`src/design/pist_pkg.sv`:
```
package pist_pkg;

  localparam int COORD_W  = 16;
  localparam int DIFF_W   = COORD_W + 1;
  localparam int GUARD    = 24;
  localparam int CW       = DIFF_W + GUARD + 3;
  localparam int ZW       = 26;
  localparam int STEPS    = 20;
  localparam int SHIFT_W  = 5;
  localparam int FRAC     = 6;
  localparam int TAB_FRAC = 16;
  localparam int ROUND_SH = TAB_FRAC - FRAC;
  localparam int BEAR_W   = FRAC + 9;
  localparam int RW       = ZW - ROUND_SH;
  localparam int GAP_W    = BEAR_W + 1;
  localparam int RANGE_W  = 16;
  localparam int HALF_W   = 14;
  localparam int SQ_W     = 2 * RANGE_W;
  localparam int IN_W     = 6 * COORD_W;
  localparam int OUT_W    = 24;
  localparam int CFG_IDX_W = 2;

  localparam logic signed [ZW-1:0] HALF_Z = ZW'(180 * (1 << TAB_FRAC));
  localparam logic signed [RW-1:0] LIM    = RW'(180 * (1 << FRAC));
  localparam logic [GAP_W-1:0]     LIM_G  = GAP_W'(180 * (1 << FRAC));
  localparam logic [GAP_W-1:0]     FULL_G = GAP_W'(360 * (1 << FRAC));

  localparam logic [CFG_IDX_W-1:0] REG_MAX_RANGE  = CFG_IDX_W'(0);
  localparam logic [CFG_IDX_W-1:0] REG_HALF_ANGLE = CFG_IDX_W'(1);

  typedef struct packed {
    logic signed [CW-1:0] x;
    logic signed [CW-1:0] y;
    logic signed [ZW-1:0] z;
    logic                 zero;
  } vec_t;

  typedef struct packed {
    logic valid;
    logic reach;
    vec_t tgt;
    vec_t aim;
  } cell_t;

  typedef struct packed {
    logic                     valid;
    logic                     reach;
    logic                     sector;
    logic signed [BEAR_W-1:0] bearing;
  } res_t;

  function automatic logic signed [ZW-1:0] atan_c(input logic [SHIFT_W-1:0] i);
    logic signed [ZW-1:0] a;
    case (i)
      5'd0:  a = ZW'(2949120);
      5'd1:  a = ZW'(1740967);
      5'd2:  a = ZW'(919879);
      5'd3:  a = ZW'(466945);
      5'd4:  a = ZW'(234379);
      5'd5:  a = ZW'(117304);
      5'd6:  a = ZW'(58666);
      5'd7:  a = ZW'(29335);
      5'd8:  a = ZW'(14668);
      5'd9:  a = ZW'(7334);
      5'd10: a = ZW'(3667);
      5'd11: a = ZW'(1833);
      5'd12: a = ZW'(917);
      5'd13: a = ZW'(458);
      5'd14: a = ZW'(229);
      5'd15: a = ZW'(115);
      5'd16: a = ZW'(57);
      5'd17: a = ZW'(29);
      5'd18: a = ZW'(14);
      5'd19: a = ZW'(7);
      default: a = '0;
    endcase
    return a;
  endfunction

endpackage

```
`src/design/pist_back.sv`:
```
module pist_back (
  input  logic                              clk_i,
  input  logic                              rst_ni,
  input  logic                              en_i,
  input  pist_pkg::cell_t                   cell_i,
  input  logic [pist_pkg::HALF_W-1:0]       half_angle_i,
  output pist_pkg::res_t                    res_o
);
  import pist_pkg::*;

  logic                     valid_q, reach_q;
  logic signed [BEAR_W-1:0] tb_q, ab_q;
  logic signed [BEAR_W:0]   diff;
  logic [GAP_W-1:0]         gap_abs, gap;

  // round half up to the output step, clamp to a half turn
  function automatic logic signed [BEAR_W-1:0] round_c(input vec_t v);
    logic signed [ZW-1:0] zs;
    logic signed [RW-1:0] r;
    zs = v.z + ZW'(1 << (ROUND_SH - 1));
    r  = zs[ZW-1:ROUND_SH];
    if (v.zero) begin
      r = '0;
    end else if (r > LIM) begin
      r = LIM;
    end else if (r < -LIM) begin
      r = -LIM;
    end
    return r[BEAR_W-1:0];
  endfunction

  always_ff @(posedge clk_i or negedge rst_ni) begin
    if (!rst_ni) begin
      valid_q <= 1'b0;
    end else if (en_i) begin
      valid_q <= cell_i.valid;
    end
  end

  always_ff @(posedge clk_i) begin
    if (en_i) begin
      reach_q <= cell_i.reach;
      tb_q    <= round_c(cell_i.tgt);
      ab_q    <= round_c(cell_i.aim);
    end
  end

  // wrap the bearing gap into a half turn
  assign diff    = {tb_q[BEAR_W-1], tb_q} - {ab_q[BEAR_W-1], ab_q};
  assign gap_abs = diff[BEAR_W] ? GAP_W'(-diff) : GAP_W'(diff);
  assign gap     = (gap_abs > LIM_G) ? FULL_G - gap_abs : gap_abs;

  assign res_o.valid   = valid_q;
  assign res_o.reach   = reach_q;
  assign res_o.sector  = reach_q && (gap < GAP_W'(half_angle_i));
  assign res_o.bearing = tb_q;

endmodule

```
`config.mk`:
```
export PLATFORM = sky130hd
export DESIGN_NAME = pist_back
export DESIGN_NICKNAME = d
export VERILOG_FILES = /design/src/design/pist_pkg.sv /design/src/design/pist_back.sv
export SDC_FILE = /design/constraint.sdc
export NUM_CORES = 1
export LEC_CHECK = 0
export ABC_AREA = 1
export BUFFER_PORTS_ARGS = -buffer_cell sky130_fd_sc_hd__buf_4
export CAP_MARGIN = 20
export CORE_MARGIN = 2
export CORE_UTILIZATION = 40
export DETAILED_ROUTE_END_ITERATION = 8
export MAX_ROUTING_LAYER = met4
export PLACE_DENSITY = 0.75
export SYNTH_ARGS = -nofsm -noshare
export SYNTH_HDL_FRONTEND = slang
export SYNTH_SLANG_ARGS = --single-unit
export TNS_END_PERCENT = 10
```
`constraint.sdc`:
```
create_clock -name clk_i -period 4.62 [get_ports clk_i]
set_clock_uncertainty 0.05 [all_clocks]
set_input_delay 0.231 -clock clk_i [delete_from_list [all_inputs] [get_ports clk_i]]
set_output_delay 0.231 -clock clk_i [all_outputs]
set_load 0.01 [all_outputs]
```
==> reports/results.ini <==
[placement]
dpl.cell_count=971
hpwlAfterDp_um=9180
place_area_um2=5500
gp_congestion=0.927
place.port_buffers=72

[final_layout]
final.fill_count=1063
drive_gt1_share_pct=29.1
fin_nets=1134
design_area_um2=6030
stdcell_count=992
final_cell_mix=nand2_1 (200), buf_4 (131), inv_1 (122)
utilization_pct=55.6
antenna_cells=0
area_growth_pct=35.9
layout_commonest_cell=nand2_1

[sta]
max-slew-margin-rel_pct=71.5
fin_crit_sh_pct=101
slew_violations=0
grt_setup_unrepaired=yes
fmax_mhz=215
fin_ws_ps=-28.1
period_minus_slack_ps=4650
timing_hold_violations_final=0
worst_pin_slew_ps=427
setup_viol=1

[route]
drc_errors=0
dr.pass1.iters=5
vias_per_cell=4.78
initialDrtViolationCount=164
routed_wl_um=11100
wl_per_cell_um=11.2
num_vias=4740
ant_nets=0

[critical_path]
crit_fanout=5
critPathKind=reg -> out
crit_top_cell=nand2_1
cp_top_family=simple AND/OR/NAND/NOR gates
crit_arrival_ps=4370
startpoint_type=flip-flop
critPathRequiredTime_ps=4340
end_kind=output pin
crit_buf_inv=2
cp_slowest_cell=edfxtp_1
max_stage_delay_ps=460

[status]
status=finished, violations left
violations=negative setup slack

[grt]
grt.total_usage_pct=20.2
overflow=0
grt_pass1_vias=4444
grt_max_degree=33
antenna_found_initial=0
grt_pass1_wl_um=18800

[synthesis]
syn_inst=714
synth_cell_types=38
netlist_area_um2=4440
synth_fp_nets=996
ys_seq_area_share_pct=21.5
yosys_warnings=0
synth_top_area_share_pct=21.0
synth.ff_latch_count=32
syn_area_per_cell_um2=6.22
yosysTopAreaCell=edfxtp_1
ys_top_cells_by_area=edfxtp_1 (21%), nand2_1 (19%), inv_1 (11%), ha_1 (9.0%), nand3_1 (7.4%)

[die]
die_w_um=109
core_um2=10800
start_util_pct=41.0
rows=38
die-area_um2=12000
die_h_um=109
pin_count=267

[clocking]
clkTransAtPathRegs_ps=70
clk-insertion-delay-late_ps=290
cts_sinks=32
cts_buffers=5
htreeDepth=2
cts_root_buf=clkbuf_8
clk_path_buf_depth=2
cts_tree=built

[power_and_ir_drop]
ir_drop_v=0.000196
p_per_area_nw_per_um2=370
total_leakage_power_nw=3.17

[worst_hold_path]
min_path_type=in -> reg

[run]
drv_cap=0

[where the power goes]
group          total, mW  internal, mW  switching (mW)
registers          0.360         0.346          0.0142
logic               1.66         0.733           0.930
clock network      0.205         0.102           0.102
[repair_timing]
item / in CTS / in global routing
setup endpoints to repair: 1 / 1
pin swaps: 13 / 28
gates cloned: 1 / 0
hold buffers: 1 / 0
hold endpoints to repair: 1 / 0
setup buffers: 7 / 5
resized for setup: 34 / 49
[registers in the layout, summed over array words and instances (netlist names)]
name,cells
reach_q,1
valid_q,1
ab_q,15
tb_q,15
[synth_stat cells, drive strengths merged]
library cell  instances
a21o                  1
xor2                 25
o21bai                3
nor3                  4
fa                    1
o22ai                 2
o21ai                14
o211ai                2
dfrtp                 1
nand3                68
mux2                  1
and3                  1
nor2                 75
edfxtp               31
or2                   2
nand2               240
xnor2                15
a31oi                 3
nand3b                1
ha                   32
inv                 131
o21a                  1
a21oi                35
nand4                18
buf                   7
[stage by stage]
| stage | worst slack [ps] | hold WS (ps) | setup TNS (ps) | power, mW |
|---|---|---|---|---|
| after floorplan | 321 | -115 | 0 | 1.34 |
| after global placement | -21.0 | -43.9 | -21.0 | 1.72 |
| after detailed placement | -129 | -41.6 | -129 | 1.75 |
| after CTS | -106 | 63.4 | -106 | 2.08 |
| after global routing | -432 | 57.7 | -432 | 2.47 |
| final | -28.1 | 65.7 | -28.1 | 2.23 |
[per-layer routing]
| layer | vias to the layer above | global-route usage, % | routed length [um] |
|---|---|---|---|
| met5 | - | - | 0 |
| li1 | 2536 | - | - |
| met4 | 0 | 6.15 | 202 |
| met1 | 2078 | 23.1 | 4700 |
| met3 | 17 | 3.08 | 618 |
| met2 | 109 | 36.4 | 5620 |
[cell type report]
cell class	instances	area [um2]	area share (%)
timing repair buffer	137	1060	17.6
inverter	131	497	8.24
multi-input combinational	545	3260	54.1
clock inverter	1	5.00	0.0830
sequential	32	956	15.9
clock buffer	6	72.6	1.20
tap	140	175	2.90
[logic make-up after synthesis]
logic type	synth area share (%)
AND/OR/NAND/NOR	39.7
buffers and inverters	12.5
AO/OA/AOI/OAI	8.60
XOR/XNOR	7.89
adder cells (fa/ha/maj)	9.47
flip-flops	21.5
multiplexers	0.254
[path summary, 6_finish.rpt]
path                                   from  slack (ps)        end  cells after the start
worst max-delay path                tb_q[6]         -30  res_o[15]                     32
worst min-delay path            cell_i[230]          70    reach_q                      1
worst max register to register      valid_q        3820    valid_q                      1
worst min register to register      valid_q         470    valid_q                      1
max in group asynchronous            rst_ni        4230    valid_q                      2
min in group asynchronous            rst_ni         210    valid_q                      2
Power figures use the tool's default switching activity.
