==> src/design/pist_pkg.sv <==
package pist_pkg;

  localparam int COORD_W  = 16;
  localparam int DIFF_W   = COORD_W + 1;
  localparam int GUARD    = 24;
  localparam int CW       = DIFF_W + GUARD + 3;
  localparam int ZW       = 26;
  localparam int STEPS    = 20;
  localparam int SHIFT_W  = 5;
  localparam int FRAC     = 6;
  localparam int TAB_FRAC = 16;
  localparam int ROUND_SH = TAB_FRAC - FRAC;
  localparam int BEAR_W   = FRAC + 9;
  localparam int RW       = ZW - ROUND_SH;
  localparam int GAP_W    = BEAR_W + 1;
  localparam int RANGE_W  = 16;
  localparam int HALF_W   = 14;
  localparam int SQ_W     = 2 * RANGE_W;
  localparam int IN_W     = 6 * COORD_W;
  localparam int OUT_W    = 24;
  localparam int CFG_IDX_W = 2;

  localparam logic signed [ZW-1:0] HALF_Z = ZW'(180 * (1 << TAB_FRAC));
  localparam logic signed [RW-1:0] LIM    = RW'(180 * (1 << FRAC));
  localparam logic [GAP_W-1:0]     LIM_G  = GAP_W'(180 * (1 << FRAC));
  localparam logic [GAP_W-1:0]     FULL_G = GAP_W'(360 * (1 << FRAC));

  localparam logic [CFG_IDX_W-1:0] REG_MAX_RANGE  = CFG_IDX_W'(0);
  localparam logic [CFG_IDX_W-1:0] REG_HALF_ANGLE = CFG_IDX_W'(1);

  typedef struct packed {
    logic signed [CW-1:0] x;
    logic signed [CW-1:0] y;
    logic signed [ZW-1:0] z;
    logic                 zero;
  } vec_t;

  typedef struct packed {
    logic valid;
    logic reach;
    vec_t tgt;
    vec_t aim;
  } cell_t;

  typedef struct packed {
    logic                     valid;
    logic                     reach;
    logic                     sector;
    logic signed [BEAR_W-1:0] bearing;
  } res_t;

  function automatic logic signed [ZW-1:0] atan_c(input logic [SHIFT_W-1:0] i);
    logic signed [ZW-1:0] a;
    case (i)
      5'd0:  a = ZW'(2949120);
      5'd1:  a = ZW'(1740967);
      5'd2:  a = ZW'(919879);
      5'd3:  a = ZW'(466945);
      5'd4:  a = ZW'(234379);
      5'd5:  a = ZW'(117304);
      5'd6:  a = ZW'(58666);
      5'd7:  a = ZW'(29335);
      5'd8:  a = ZW'(14668);
      5'd9:  a = ZW'(7334);
      5'd10: a = ZW'(3667);
      5'd11: a = ZW'(1833);
      5'd12: a = ZW'(917);
      5'd13: a = ZW'(458);
      5'd14: a = ZW'(229);
      5'd15: a = ZW'(115);
      5'd16: a = ZW'(57);
      5'd17: a = ZW'(29);
      5'd18: a = ZW'(14);
      5'd19: a = ZW'(7);
      default: a = '0;
    endcase
    return a;
  endfunction

endpackage

==> src/design/pist_cell.sv <==
module pist_cell (
  input  logic                              clk_i,
  input  logic                              rst_ni,
  input  logic                              en_i,
  input  logic [pist_pkg::SHIFT_W-1:0]      shift_i,
  input  logic signed [pist_pkg::ZW-1:0]    angle_i,
  input  pist_pkg::cell_t                   cell_i,
  output pist_pkg::cell_t                   cell_o
);
  import pist_pkg::*;

  logic valid_q;
  logic reach_q;
  vec_t tgt_q, aim_q;

  // one vectoring step: rotate toward the x axis
  function automatic vec_t step(input vec_t v, input logic [SHIFT_W-1:0] sh,
                                input logic signed [ZW-1:0] ang);
    vec_t r;
    logic signed [CW-1:0] xs, ys;
    xs = v.x >>> sh;
    ys = v.y >>> sh;
    r.zero = v.zero;
    if (v.y > 0) begin
      r.x = v.x + ys;
      r.y = v.y - xs;
      r.z = v.z + ang;
    end else begin
      r.x = v.x - ys;
      r.y = v.y + xs;
      r.z = v.z - ang;
    end
    return r;
  endfunction

  always_ff @(posedge clk_i or negedge rst_ni) begin
    if (!rst_ni) begin
      valid_q <= 1'b0;
    end else if (en_i) begin
      valid_q <= cell_i.valid;
    end
  end

  always_ff @(posedge clk_i) begin
    if (en_i) begin
      reach_q <= cell_i.reach;
      tgt_q   <= step(cell_i.tgt, shift_i, angle_i);
      aim_q   <= step(cell_i.aim, shift_i, angle_i);
    end
  end

  assign cell_o = {valid_q, reach_q, tgt_q, aim_q};

endmodule

==> config.mk <==
export PLATFORM = sky130hd
export DESIGN_NAME = pist_cell
export DESIGN_NICKNAME = d
export VERILOG_FILES = /design/src/design/pist_pkg.sv /design/src/design/pist_cell.sv
export SDC_FILE = /design/constraint.sdc
export NUM_CORES = 1
export LEC_CHECK = 0
export ABC_AREA = 1
export BUFFER_PORTS_ARGS = -buffer_cell sky130_fd_sc_hd__buf_2
export CAP_MARGIN = 20
export CORE_AREA = 2 2 249 251
export DETAILED_ROUTE_END_ITERATION = 12
export DIE_AREA = 0 0 251 253
export HOLD_SLACK_MARGIN = 0.12
export PLACE_DENSITY = 0.83
export SLEW_MARGIN = 20
export SYNTH_ARGS = -nofsm -noshare
export SYNTH_HDL_FRONTEND = slang
export SYNTH_SLANG_ARGS = --single-unit
export TNS_END_PERCENT = 100
==> constraint.sdc <==
create_clock -name clk_i -period 0.8 [get_ports clk_i]
set_input_delay 0.12 -clock clk_i [delete_from_list [all_inputs] [get_ports clk_i]]
set_output_delay 0.12 -clock clk_i [all_outputs]
set_load 0.01 [all_outputs]
==> flow_summary.toml, run 1 <==
[global_route]
grt_first_pass_wirelength_mm = 517
grt_max_degree = 71
track_usage = 1.08
grt-ovfl-total = 6845
grt_pass1_vias = 78000

[yosys]
postSynthAreaPerCell_um2 = 6.05
synth_compound_area_frac = 0.125
syn_area_mm2 = 0.0367
synthTopCellsByArea = "nand2_1, edfxtp_1, nand3_1"
synthDistinctLibCells = 55
synthTopCellsByCount = "nand2_1, nand3_1, nor2_1"
postSynthCellCount = 6070
synth_most_common_cell = "nand2_1"
synth_top_cell_by_area = "nand2_1"
seq_area_frac_synth = 0.189
synth-main-ff-cell = "edfxtp_1"
syn_nets = 6589
synth_edf_count = 231
synth_xor_area_frac = 0.0843
synth_top_area_share = 0.196
synth_top_family_by_area = "simple AND/OR/NAND/NOR gates"
synth-simple-area-share = 0.433
synth_mux_area_frac = 0.000306
synth_fa_ha_area_frac = 0.0874
yosysWarningCount = 0
ys_async_sr_fraction = 0.00431
ys_seq_elements = 232

[die]
start_util = 0.602
die_w_um = 251
die_height_um = 253
row_count = 91
pin_count = 498

[clock_tree]
clk_path_buf_depth = 3
clock-root-buffer = "clkbuf_16"
htree_levels = 1
clock-sinks = 232
numCtsBuffers = 27

[place]
port_buffers = 497
globalplace.congestion = 1.17
dp_hpwl_mm = 152

[status]
firstError = "[ERROR GRT-0116] Global routing finished with congestion. Check the congestion regions in the DRC Viewer."
lastStage = "global routing (5_1_grt)"
status = "stopped before the end"
-- layer usage --
metal	global-route usage	overflow
met1	0.948	459
met5	0.819	69
met4	1.17	1237
met3	0.899	378
met2	1.36	4702
-- logic make-up after synthesis --
logic type               after synthesis
AO/OA/AOI/OAI                        808
XOR/XNOR                             352
adder cells (fa/ha/maj)              253
buffers and inverters                712
flip-flops                           232
multiplexers                           1
AND/OR/NAND/NOR                     3712
-- what timing repair did --
| action | 4_1_cts |
|---|---|
| hold buffers | 7 |
| hold endpoints to repair | 121 |
| gates resized for setup | 640 |
| buffers inserted | 117 |
| setup endpoints to repair | 459 |
| gates cloned | 13 |
| pin swaps | 261 |
-- stage by stage --
| step | setup TNS, ns | area, µm² | setup slack [ns] | std cells |
|---|---|---|---|---|
| CTS | -644.88 | 58000 | -3.11 | 8984 |
| detailed placement | -741.39 | 53100 | -3.98 | 8802 |
| global placement | -678.66 | 53100 | -3.49 | 8802 |
| floorplan | -522.64 | 37900 | -2.97 | 6070 |
==> run 2: changes to the inputs <==
CORE_AREA = 2 2 307 309   (was 2 2 249 251)
DIE_AREA = 0 0 309 311   (was 0 0 251 253)
HOLD_SLACK_MARGIN = default   (was 0.12)
PLACE_DENSITY = default   (was 0.83)
PLACE_DENSITY_LB_ADDON = 0.15   (was default)
==> flow_summary.toml, run 2 <==
[status]
status = "finished with violations"
violations = "negative hold slack, negative setup slack"

[worst_setup_path]
r2r_start = "valid_q"
cp-end-kind = "register"
arrival_ns = 4.10
worstPathRequired_ns = 1.17
cpMaxStageDelayCell = "ha_1"
reg2regPathDepth = 1
startpoint_type = "input pin"
regToRegEndpoint = "valid_q"
cp_max_fo = 13
path_delay_family = "simple AND/OR/NAND/NOR gates"
critical_path_buf_inv_count = 6
critical_path_depth = 32
slowest_delay_ns = 0.30
ff2ff_setup_slack_ns = 0.06
cp_common_cell = "nand2_1"
worstSetupPathType = "in -> reg"

[yosys]
synth-simple-area-share = 0.433
synth_top_family_by_area = "simple AND/OR/NAND/NOR gates"
yosysWarningCount = 0
synth_top_cell_by_area = "nand2_1"
postSynthAreaPerCell_um2 = 6.05
synth_compound_area_frac = 0.125
synthTopCellsByCount = "nand2_1, nand3_1, nor2_1"
synth_fa_ha_area_frac = 0.0874
synth_most_common_cell = "nand2_1"
postSynthCellCount = 6070
seq_area_frac_synth = 0.189
synth_top_area_share = 0.196
syn_area_mm2 = 0.0367
ys_async_sr_fraction = 0.00431
synthTopCellsByArea = "nand2_1, edfxtp_1, nand3_1"
synth_xor_area_frac = 0.0843
synth-main-ff-cell = "edfxtp_1"
syn_nets = 6589
synth_edf_count = 231
ys_seq_elements = 232
synthDistinctLibCells = 55
synth_mux_area_frac = 0.000306

[sta]
hold_viol_final = 7
drv_slew = 0
tightest_slew_ns = 0.665
max_freq_mhz = 268
rsz0062_at_grt = "yes"
period_needed_ns = 3.73
setup_viol = 689
hold-worst-slack_ns = -0.0957
final.setup.tns_ns = -705.19
finalCritPeriodShare = 4.66
relSlewSlack = 0.557
layout_setup_ws_ns = -2.93
finClkSkew_ns = 0

[routing]
routedWlPerCell_um = 19.2
vias_per_cell = 5.29
drtIter0Drc = 3902
dr.pass1.iters = 6
drc_errors = 0
drt-total-wl_mm = 184
antenna_left = 0
vias = 50600

[final_layout]
final_cell_mix = "buf_4, nand2_1, nand3_1"
fin_nets = 8808
drive_above_1_share = 0.416
finalNonFillerCells = 9574
final_common_cell = "buf_4"
largest_reg_flops = 230
area_growth_pct = 64.8

[clock_tree]
htree_levels = 1
numCtsBuffers = 28
clock-sinks = 232
holdBufCountCts = 9
path_clk_slew_ns = 0.06
clock_latency_ns = 0.64
cts_tree = "built"
clk_path_buf_depth = 3
clock-root-buffer = "clkbuf_16"

[die]
start_util = 0.396
pin_count = 498
die_w_um = 309
core_mm2 = 0.0928
dieArea_mm2 = 0.0961
die_height_um = 311
row_count = 112

[place]
pre_cts_ws_ns = -3.75
dp_hpwl_mm = 151
port_buffers = 497
globalplace.congestion = 1.03
post-place-cells = 9394

[global_route]
grt_pass1_vias = 48800
grt_first_pass_wirelength_mm = 273
grt_max_degree = 63
grt-ovfl-total = 0
track_usage = 0.362
antenna_found_initial = 14

[worst_hold_path]
hold-path-endpoint = "cell_o[117]"
holdPathStages = 2
hold_class = "in -> reg"
hold_start = "cell_i[117]"

[power_and_ir_drop]
peakVddDrop_v = 0.00181
p_leak_nw = 30.2
cellPowerDensity_mw_per_mm2 = 1580

[flow_run]
maxCapViolCount = 0
-- run 2: cell counts after synthesis --
No cell type changed its count.
-- run 2: per-layer routing --
layer  vias to the layer above  global-route usage  share of wire
li1                      24900                   -              -
met1                     23400               0.426           0.40
met2                      1806               0.638           0.48
met3                       497              0.0382          0.056
met4                         8               0.197          0.065
met5                         -                   0        0.00028
-- run 2: cell families (layout without fill, tap and decap cells) --
group                    after synthesis  in the layout
other                                  0             12
buffers and inverters                712           2950
AO/OA/AOI/OAI                        808            808
AND/OR/NAND/NOR                     3712           3712
XOR/XNOR                             352            352
multiplexers                           1              1
adder cells (fa/ha/maj)              253            253
flip-flops                           232            232
-- run 2: cell type report --
cell class,instances,area [µm²]
Antenna cell,12,30.0
Inverter,481,1850
Timing Repair Buffer,2419,18100
Clock buffer,31,712
Clock inverter,18,149
Fill cell,8711,32200
Multi-Input combinational cell,5126,31200
Timing Repair inverter,1,8.76
Tap cell,1254,1570
Sequential cell,232,6960
-- run 2: worst max path at each step --
stage          slack (ns)          end  startpoint
6_report            -2.93  cell_o[182]  shift_i[0]
3_5_place_dp        -3.75  cell_o[183]  shift_i[0]
4_1_cts             -2.85  cell_o[229]  shift_i[0]
3_3_place_gp        -3.73  cell_o[183]  shift_i[0]
5_1_grt             -3.20  cell_o[229]  shift_i[0]
2_1_floorplan       -2.97   cell_o[70]  shift_i[0]
-- run 2: repair_timing --
action,in CTS,in global routing
endpoints found under the hold margin,34,7
cloned,13,5
pin swaps,137,169
gates resized for setup,480,382
endpoints found under the setup margin,458,689
buffers inserted,51,42
-- run 2: metrics by stage --
step / util / hold WS (ns) / area, µm² / power [mW]
after global placement: 0.591 / -0.104 / 54800 / 76.3
after detailed placement: 0.591 / -0.103 / 54800 / 76.7
after global routing: 0.653 / -0.0824 / 60500 / 101
final: 0.653 / -0.0957 / 60600 / 95.7
after floorplan: - / -0.176 / 37900 / 47.0
after CTS: 0.630 / -0.117 / 58500 / 92.8
-- run 2: where the power goes --
group | internal [mW] | leakage, nW | total (mW) | switching (mW)
Combinational | 29.8 | 27.5 | 64.4 | 34.6
Clock | 6.96 | 0.414 | 12.6 | 5.61
Sequential | 17.9 | 2.27 | 18.7 | 0.793
(Power assumes the default switching activity.)
