File: src/design/pist_pkg.sv
package pist_pkg;

  localparam int COORD_W  = 16;
  localparam int DIFF_W   = COORD_W + 1;
  localparam int GUARD    = 24;
  localparam int CW       = DIFF_W + GUARD + 3;
  localparam int ZW       = 26;
  localparam int STEPS    = 20;
  localparam int SHIFT_W  = 5;
  localparam int FRAC     = 6;
  localparam int TAB_FRAC = 16;
  localparam int ROUND_SH = TAB_FRAC - FRAC;
  localparam int BEAR_W   = FRAC + 9;
  localparam int RW       = ZW - ROUND_SH;
  localparam int GAP_W    = BEAR_W + 1;
  localparam int RANGE_W  = 16;
  localparam int HALF_W   = 14;
  localparam int SQ_W     = 2 * RANGE_W;
  localparam int IN_W     = 6 * COORD_W;
  localparam int OUT_W    = 24;
  localparam int CFG_IDX_W = 2;

  localparam logic signed [ZW-1:0] HALF_Z = ZW'(180 * (1 << TAB_FRAC));
  localparam logic signed [RW-1:0] LIM    = RW'(180 * (1 << FRAC));
  localparam logic [GAP_W-1:0]     LIM_G  = GAP_W'(180 * (1 << FRAC));
  localparam logic [GAP_W-1:0]     FULL_G = GAP_W'(360 * (1 << FRAC));

  localparam logic [CFG_IDX_W-1:0] REG_MAX_RANGE  = CFG_IDX_W'(0);
  localparam logic [CFG_IDX_W-1:0] REG_HALF_ANGLE = CFG_IDX_W'(1);

  typedef struct packed {
    logic signed [CW-1:0] x;
    logic signed [CW-1:0] y;
    logic signed [ZW-1:0] z;
    logic                 zero;
  } vec_t;

  typedef struct packed {
    logic valid;
    logic reach;
    vec_t tgt;
    vec_t aim;
  } cell_t;

  typedef struct packed {
    logic                     valid;
    logic                     reach;
    logic                     sector;
    logic signed [BEAR_W-1:0] bearing;
  } res_t;

  function automatic logic signed [ZW-1:0] atan_c(input logic [SHIFT_W-1:0] i);
    logic signed [ZW-1:0] a;
    case (i)
      5'd0:  a = ZW'(2949120);
      5'd1:  a = ZW'(1740967);
      5'd2:  a = ZW'(919879);
      5'd3:  a = ZW'(466945);
      5'd4:  a = ZW'(234379);
      5'd5:  a = ZW'(117304);
      5'd6:  a = ZW'(58666);
      5'd7:  a = ZW'(29335);
      5'd8:  a = ZW'(14668);
      5'd9:  a = ZW'(7334);
      5'd10: a = ZW'(3667);
      5'd11: a = ZW'(1833);
      5'd12: a = ZW'(917);
      5'd13: a = ZW'(458);
      5'd14: a = ZW'(229);
      5'd15: a = ZW'(115);
      5'd16: a = ZW'(57);
      5'd17: a = ZW'(29);
      5'd18: a = ZW'(14);
      5'd19: a = ZW'(7);
      default: a = '0;
    endcase
    return a;
  endfunction

endpackage

File: src/design/pist_front.sv
module pist_front (
  input  logic                                clk_i,
  input  logic                                rst_ni,
  input  logic                                en_i,
  input  logic                                valid_i,
  input  logic [pist_pkg::IN_W-1:0]           data_i,
  input  logic [pist_pkg::RANGE_W-1:0]        max_range_i,
  output pist_pkg::cell_t                     cell_o
);
  import pist_pkg::*;

  logic                     a_valid_q;
  logic signed [DIFF_W-1:0] dx_q, dy_q, ax_q, ay_q;

  logic                     b_valid_q;
  logic                     b_over_q;
  logic [SQ_W-1:0]          sqx_q, sqy_q, maxsq_q;
  vec_t                     b_tgt_q, b_aim_q;
  vec_t                     b_tgt_d, b_aim_d;
  logic                     b_over_d;
  logic [DIFF_W-1:0]        adx, ady;

  logic                     c_valid_q;
  logic                     c_reach_q;
  vec_t                     c_tgt_q, c_aim_q;
  logic [SQ_W:0]            sum;

  function automatic logic signed [DIFF_W-1:0] sub_c(input logic [COORD_W-1:0] a,
                                                    input logic [COORD_W-1:0] b);
    return $signed({a[COORD_W-1], a}) - $signed({b[COORD_W-1], b});
  endfunction

  function automatic logic [DIFF_W-1:0] abs_c(input logic signed [DIFF_W-1:0] v);
    return v[DIFF_W-1] ? DIFF_W'(-v) : DIFF_W'(v);
  endfunction

  // scale up and fold the left half-plane onto the right
  function automatic vec_t prerot(input logic signed [DIFF_W-1:0] dx,
                                  input logic signed [DIFF_W-1:0] dy);
    vec_t v;
    logic signed [CW-1:0] x, y;
    x = $signed({{(CW-DIFF_W-GUARD){dx[DIFF_W-1]}}, dx, {GUARD{1'b0}}});
    y = $signed({{(CW-DIFF_W-GUARD){dy[DIFF_W-1]}}, dy, {GUARD{1'b0}}});
    v.zero = (dx == '0) && (dy == '0);
    if (x < 0) begin
      v.x = -x;
      v.y = -y;
      v.z = (y >= 0) ? HALF_Z : -HALF_Z;
    end else begin
      v.x = x;
      v.y = y;
      v.z = '0;
    end
    return v;
  endfunction

  assign adx      = abs_c(dx_q);
  assign ady      = abs_c(dy_q);
  assign b_over_d = (adx > DIFF_W'(max_range_i)) || (ady > DIFF_W'(max_range_i));
  assign b_tgt_d  = prerot(dx_q, dy_q);
  assign b_aim_d  = prerot(ax_q, ay_q);
  assign sum      = {1'b0, sqx_q} + {1'b0, sqy_q};

  always_ff @(posedge clk_i or negedge rst_ni) begin
    if (!rst_ni) begin
      a_valid_q <= 1'b0;
      b_valid_q <= 1'b0;
      c_valid_q <= 1'b0;
    end else if (en_i) begin
      a_valid_q <= valid_i;
      b_valid_q <= a_valid_q;
      c_valid_q <= b_valid_q;
    end
  end

  always_ff @(posedge clk_i) begin
    if (en_i) begin
      dx_q <= sub_c(data_i[2*COORD_W +: COORD_W], data_i[0 +: COORD_W]);
      dy_q <= sub_c(data_i[3*COORD_W +: COORD_W], data_i[COORD_W +: COORD_W]);
      ax_q <= sub_c(data_i[4*COORD_W +: COORD_W], data_i[0 +: COORD_W]);
      ay_q <= sub_c(data_i[5*COORD_W +: COORD_W], data_i[COORD_W +: COORD_W]);
      b_over_q <= b_over_d;
      sqx_q    <= adx[RANGE_W-1:0] * adx[RANGE_W-1:0];
      sqy_q    <= ady[RANGE_W-1:0] * ady[RANGE_W-1:0];
      maxsq_q  <= max_range_i * max_range_i;
      b_tgt_q  <= b_tgt_d;
      b_aim_q  <= b_aim_d;
      c_reach_q <= !b_over_q && (sum <= {1'b0, maxsq_q});
      c_tgt_q   <= b_tgt_q;
      c_aim_q   <= b_aim_q;
    end
  end

  assign cell_o = {c_valid_q, c_reach_q, c_tgt_q, c_aim_q};

endmodule

File: config.mk
export PLATFORM = sky130hd
export DESIGN_NAME = pist_front
export DESIGN_NICKNAME = d
export VERILOG_FILES = /design/src/design/pist_pkg.sv /design/src/design/pist_front.sv
export SDC_FILE = /design/constraint.sdc
export NUM_CORES = 2
export LEC_CHECK = 0
export BUFFER_PORTS_ARGS = -buffer_cell sky130_fd_sc_hd__buf_2
export CORE_ASPECT_RATIO = 0.9
export CORE_UTILIZATION = 50
export CTS_BUF_LIST = sky130_fd_sc_hd__clkbuf_2 sky130_fd_sc_hd__clkbuf_4 sky130_fd_sc_hd__clkbuf_8
export CTS_CLUSTER_SIZE = 12
export DETAILED_ROUTE_END_ITERATION = 10
export GPL_TIMING_DRIVEN = 0
export PLACE_DENSITY_LB_ADDON = 0.2
export SETUP_SLACK_MARGIN = 0.2
export SYNTH_ARGS = -nofsm -noshare
export SYNTH_HDL_FRONTEND = slang
export SYNTH_SLANG_ARGS = --single-unit
export TNS_END_PERCENT = 100
File: constraint.sdc
create_clock -name clk_i -period 8.63 [get_ports clk_i]
set_clock_uncertainty 0.1 [all_clocks]
set_input_delay 1.726 -clock clk_i [delete_from_list [all_inputs] [get_ports clk_i]]
set_output_delay 1.726 -clock clk_i [all_outputs]
set_load 0.03 [all_outputs]
==> results.md <==
- The run finished with clean final reports.
- The total length of routed wires is roughly 94000 um.
- The share of the Yosys chip area taken by registers is 0.2560.
- In this run the worst path has a maximum fanout of 4.
- The post-CTS clock slew at the launch and capture registers of the worst setup and hold paths is ~60 ps.
- The number of failing setup endpoints in the final timing report is 0.
- The end of the worst register-to-register path is sqy_q[31].
- The die covers 0.08077 mm2.
- The largest total area in the synthesized netlist belongs to sky130_fd_sc_hd__edfxtp_1.
- The clock tree from TritonCTS is built.
- The starting density of the core is 0.5087.
- The worst-case headroom to the max-slew limit is 0.3566.
- The number of global-route vias before repair is between 20000 and 30000.
- In the final routed layout, each cell accounts on average for 17.03 um.
- Among all flip-flop cells after synthesis, the most frequent one is sky130_fd_sc_hd__edfxtp_1.
- The number of max-cap violations is 0.
- The fraction of layout cells with a size suffix above 1 is 0.1541.
- The worst path needs roughly 8500 ps of the cycle, external delays included.
- The synthesized design contains 337 enable-type register cells.
- The total of buffers placed on input and output ports is 210.
- In the final design database the tool counted 5514 nets.
- The share of Yosys cell area claimed by the top area cell type is 0.2541.
- Counting cells, the worst reg-to-reg path comes to 30.
- The initial antenna violation count is 4.
- Row generation in the floorplan step produced 97 rows.
- In the final timing run, aggregate negative setup slack is 0 ps.
- Yosys attributes the largest share of cell area to sky130_fd_sc_hd__edfxtp_1 (25%), sky130_fd_sc_hd__fa_1 (25%), sky130_fd_sc_hd__ha_1 (14%), sky130_fd_sc_hd__inv_1 (7.8%), sky130_fd_sc_hd__xnor2_1 (3.7%).
- The data required time at the worst endpoint is 8970 ps.
- The delay contributed by the slowest stage of the critical path is about 550 ps.
- At the end of routability-driven placement, the weighted congestion stood at 0.8956.
- The number of search-and-repair iterations in the first detailed-routing pass is 5.
- In this run the critical register-to-register path is launched from dy_q[0].
- The post-route fraction of the period consumed by the critical path is 0.9811.
- The cell depth of the worst min-delay path is 0.
- The final core utilization is 0.5778.
- Measured along the x axis, the die boundary spans roughly 300 um.
- Together, buffers and inverters on the worst path number 8.
- The wire length of the first global-routing pass is 152600 um.
- For this design, the slowest cell found on the critical path is sky130_fd_sc_hd__fa_1.
- The gate count after technology mapping is 3971.
- In this run the deepest clock path goes through 3 buffers.
- The synthesis-to-layout area growth is 13.58%.
- The cell repeated most along the worst path is sky130_fd_sc_hd__fa_1.
- The max-slew violation count is 0.
- The data arrival at the endpoint of the critical path is a little under 9000 ps.
- The number of levels the H-tree was split into is 2.
- The die outline height is 269.7 um.
- The count of warnings emitted by yosys is 0.
- After synthesis, the most frequently instantiated cells are sky130_fd_sc_hd__inv_1 (824), sky130_fd_sc_hd__fa_1 (498), sky130_fd_sc_hd__ha_1 (460).
- The critical path class is reg2reg.
- After clock tree synthesis, the flow added hold-fix buffers numbering 0.
- The via count is roughly 28000.
- The number of antenna-violating nets in the routed design is 0.
- The register-to-register setup slack is 160 ps.
- The most frequent cell after synthesis is sky130_fd_sc_hd__inv_1.
- The count of clock tree sinks is 340.
- The highest clock rate is 118.1 MHz.
- In this run the standard cell core region covers 0.07828 mm2.
- For this block, the initial DRC count from the detailed router was 1448.
- In this run the most critical hold path is launched from b_tgt_q[69].
- The number of clock buffers inserted by TritonCTS is 61.
- Setup repair after global routing could not meet its margin everywhere.
- The vias per cell is ~5.1.
- After global routing the overflow that remains totals 0.
- The kind of start point of the critical path is a flop.
- The synthesized flop and latch total is 340.
- Entering global routing, the biggest net connects 125 pins.
- The global-route usage over all layers is 0.2393.
- The number of DRC violations after detailed routing is 0.
- The mean post-synth cell area is 10.03 um2.
- After synthesis, the netlist uses 84 different library cells.
- The worst-skew pair later-pin latency is between 700 and 800 ps.
- During I/O placement, the number of pins put on the boundary was around 350.
- The critical path endpoint category is a flop.
- The family of cells with the greatest summed delay on the critical path is adder cells.
- The buffer type at the clock tree root is sky130_fd_sc_hd__clkbuf_8.
- After synthesis, the share of flip-flops with an asynchronous set or reset is 0.008824.
- At the pin with the least slew margin, the transition time is 965.2 ps.
- The summed instance area of the synthesized netlist is 0.03982 mm2.
- The number of endpoints with negative hold slack in the final report is 0.
- The destination of the worst hold path is cell_o[184].
- The HPWL after detailed placement is between 70000 and 80000 um.
- The path class of the tightest hold or removal check is reg2reg.
==> registers in the layout (all words and copies together), names as in the netlist <==
signal and cells:
cell_o 88, ay_q 17, dx_q 17, sqy_q 31, a_valid_q 1, c_valid_q 1, c_reach_q 1, b_tgt_q 42
b_valid_q 1, b_over_q 1, b_aim_q 44, maxsq_q 31, sqx_q 31, dy_q 17, ax_q 17
==> cells in the final DEF, fill, tap and decap left out, types with 18 or more instances in the layout <==
cell type                  count
sky130_fd_sc_hd__inv_1       809
sky130_fd_sc_hd__fa_1        495
sky130_fd_sc_hd__ha_1        446
sky130_fd_sc_hd__edfxtp_1    337
sky130_fd_sc_hd__nor2_1      312
sky130_fd_sc_hd__nand2_1     305
sky130_fd_sc_hd__buf_2       212
sky130_fd_sc_hd__buf_4       198
sky130_fd_sc_hd__xnor2_1     160
sky130_fd_sc_hd__conb_1      138
sky130_fd_sc_hd__a21oi_1     118
sky130_fd_sc_hd__o21ai_0      90
sky130_fd_sc_hd__a21o_1       69
sky130_fd_sc_hd__clkbuf_8     61
sky130_fd_sc_hd__nor3_1       54
sky130_fd_sc_hd__xor2_1       44
sky130_fd_sc_hd__nand3_1      35
sky130_fd_sc_hd__o21a_1       34
sky130_fd_sc_hd__clkbuf_1     31
sky130_fd_sc_hd__nor2b_1      28
sky130_fd_sc_hd__inv_2        24
sky130_fd_sc_hd__clkinv_1     24
sky130_fd_sc_hd__or3_1        21
sky130_fd_sc_hd__nand4_1      20
sky130_fd_sc_hd__clkbuf_4     19
sky130_fd_sc_hd__nand2b_1     18
sky130_fd_sc_hd__and2_1       18
sky130_fd_sc_hd__o21bai_1     18
==> what timing repair did <==
action / CTS / global route
setup buffers: 27 / 30
pin swaps: 24 / 26
gates cloned: 0 / 0
hold endpoints to repair: 0 / 0
resized for setup: 95 / 98
setup endpoints to repair: 41 / 29
==> kinds of logic after synthesis <==
family	share of synthesized area
buffers and inverters	0.1135
adders and majority gates	0.3949
and+or+nand+nor	0.1001
AOI/OAI and AO/OA	0.08271
DFF	0.2560
xor gates and xnor gates	0.05100
muxes	0.001634
other	0.00009418
==> final cells by class <==
class                      instances  area (um2)
fill                            6938       33050
multi-input combinational       2714       26240
sequential                       340       10190
inverter                         852        3249
timing repair buffer             270        1567
buffer                           201        1384
tap                             1039        1300
clock buffer                      76       952.2
clock inverter                    38       331.6
antenna                            2       5.005
==> metrics by stage <==
stage	instance area [um2]	hold WS, ps	cells	setup WS, ps
2_1_floorplan	40340	300.3	4108	206.2
3_3_place_gp	42700	300.5	5357	-1895
3_5_place_dp	42780	304.5	5360	-1721
4_1_cts	44730	308.0	5501	94.68
5_1_grt	45220	309.1	5531	-90.61
6_report	45230	307.8	5532	163.3
==> layer usage <==
metal,vias up,track usage,part of all wire
li1,13520,-,-
met1,13750,0.3193,0.44
met4,4,0.06404,0.023
met3,129,0.04472,0.059
met5,-,0,0.00017
met2,619,0.3990,0.48
==> worst max-delay path by stage <==
stage	from	endpoint	slack, ps	depth (start not counted)
2_1_floorplan	dy_q[0]	sqy_q[31]	210	29
3_3_place_gp	dx_q[0]	sqx_q[23]	-1900	27
3_5_place_dp	dx_q[0]	sqx_q[28]	-1720	26
4_1_cts	dx_q[0]	sqx_q[28]	90	26
5_1_grt	dy_q[0]	sqy_q[31]	-90	31
6_report	dy_q[0]	sqy_q[31]	160	30
Power is not shown: default switching activity piles up to over one toggle a cycle in this logic, so the estimate is an artifact.
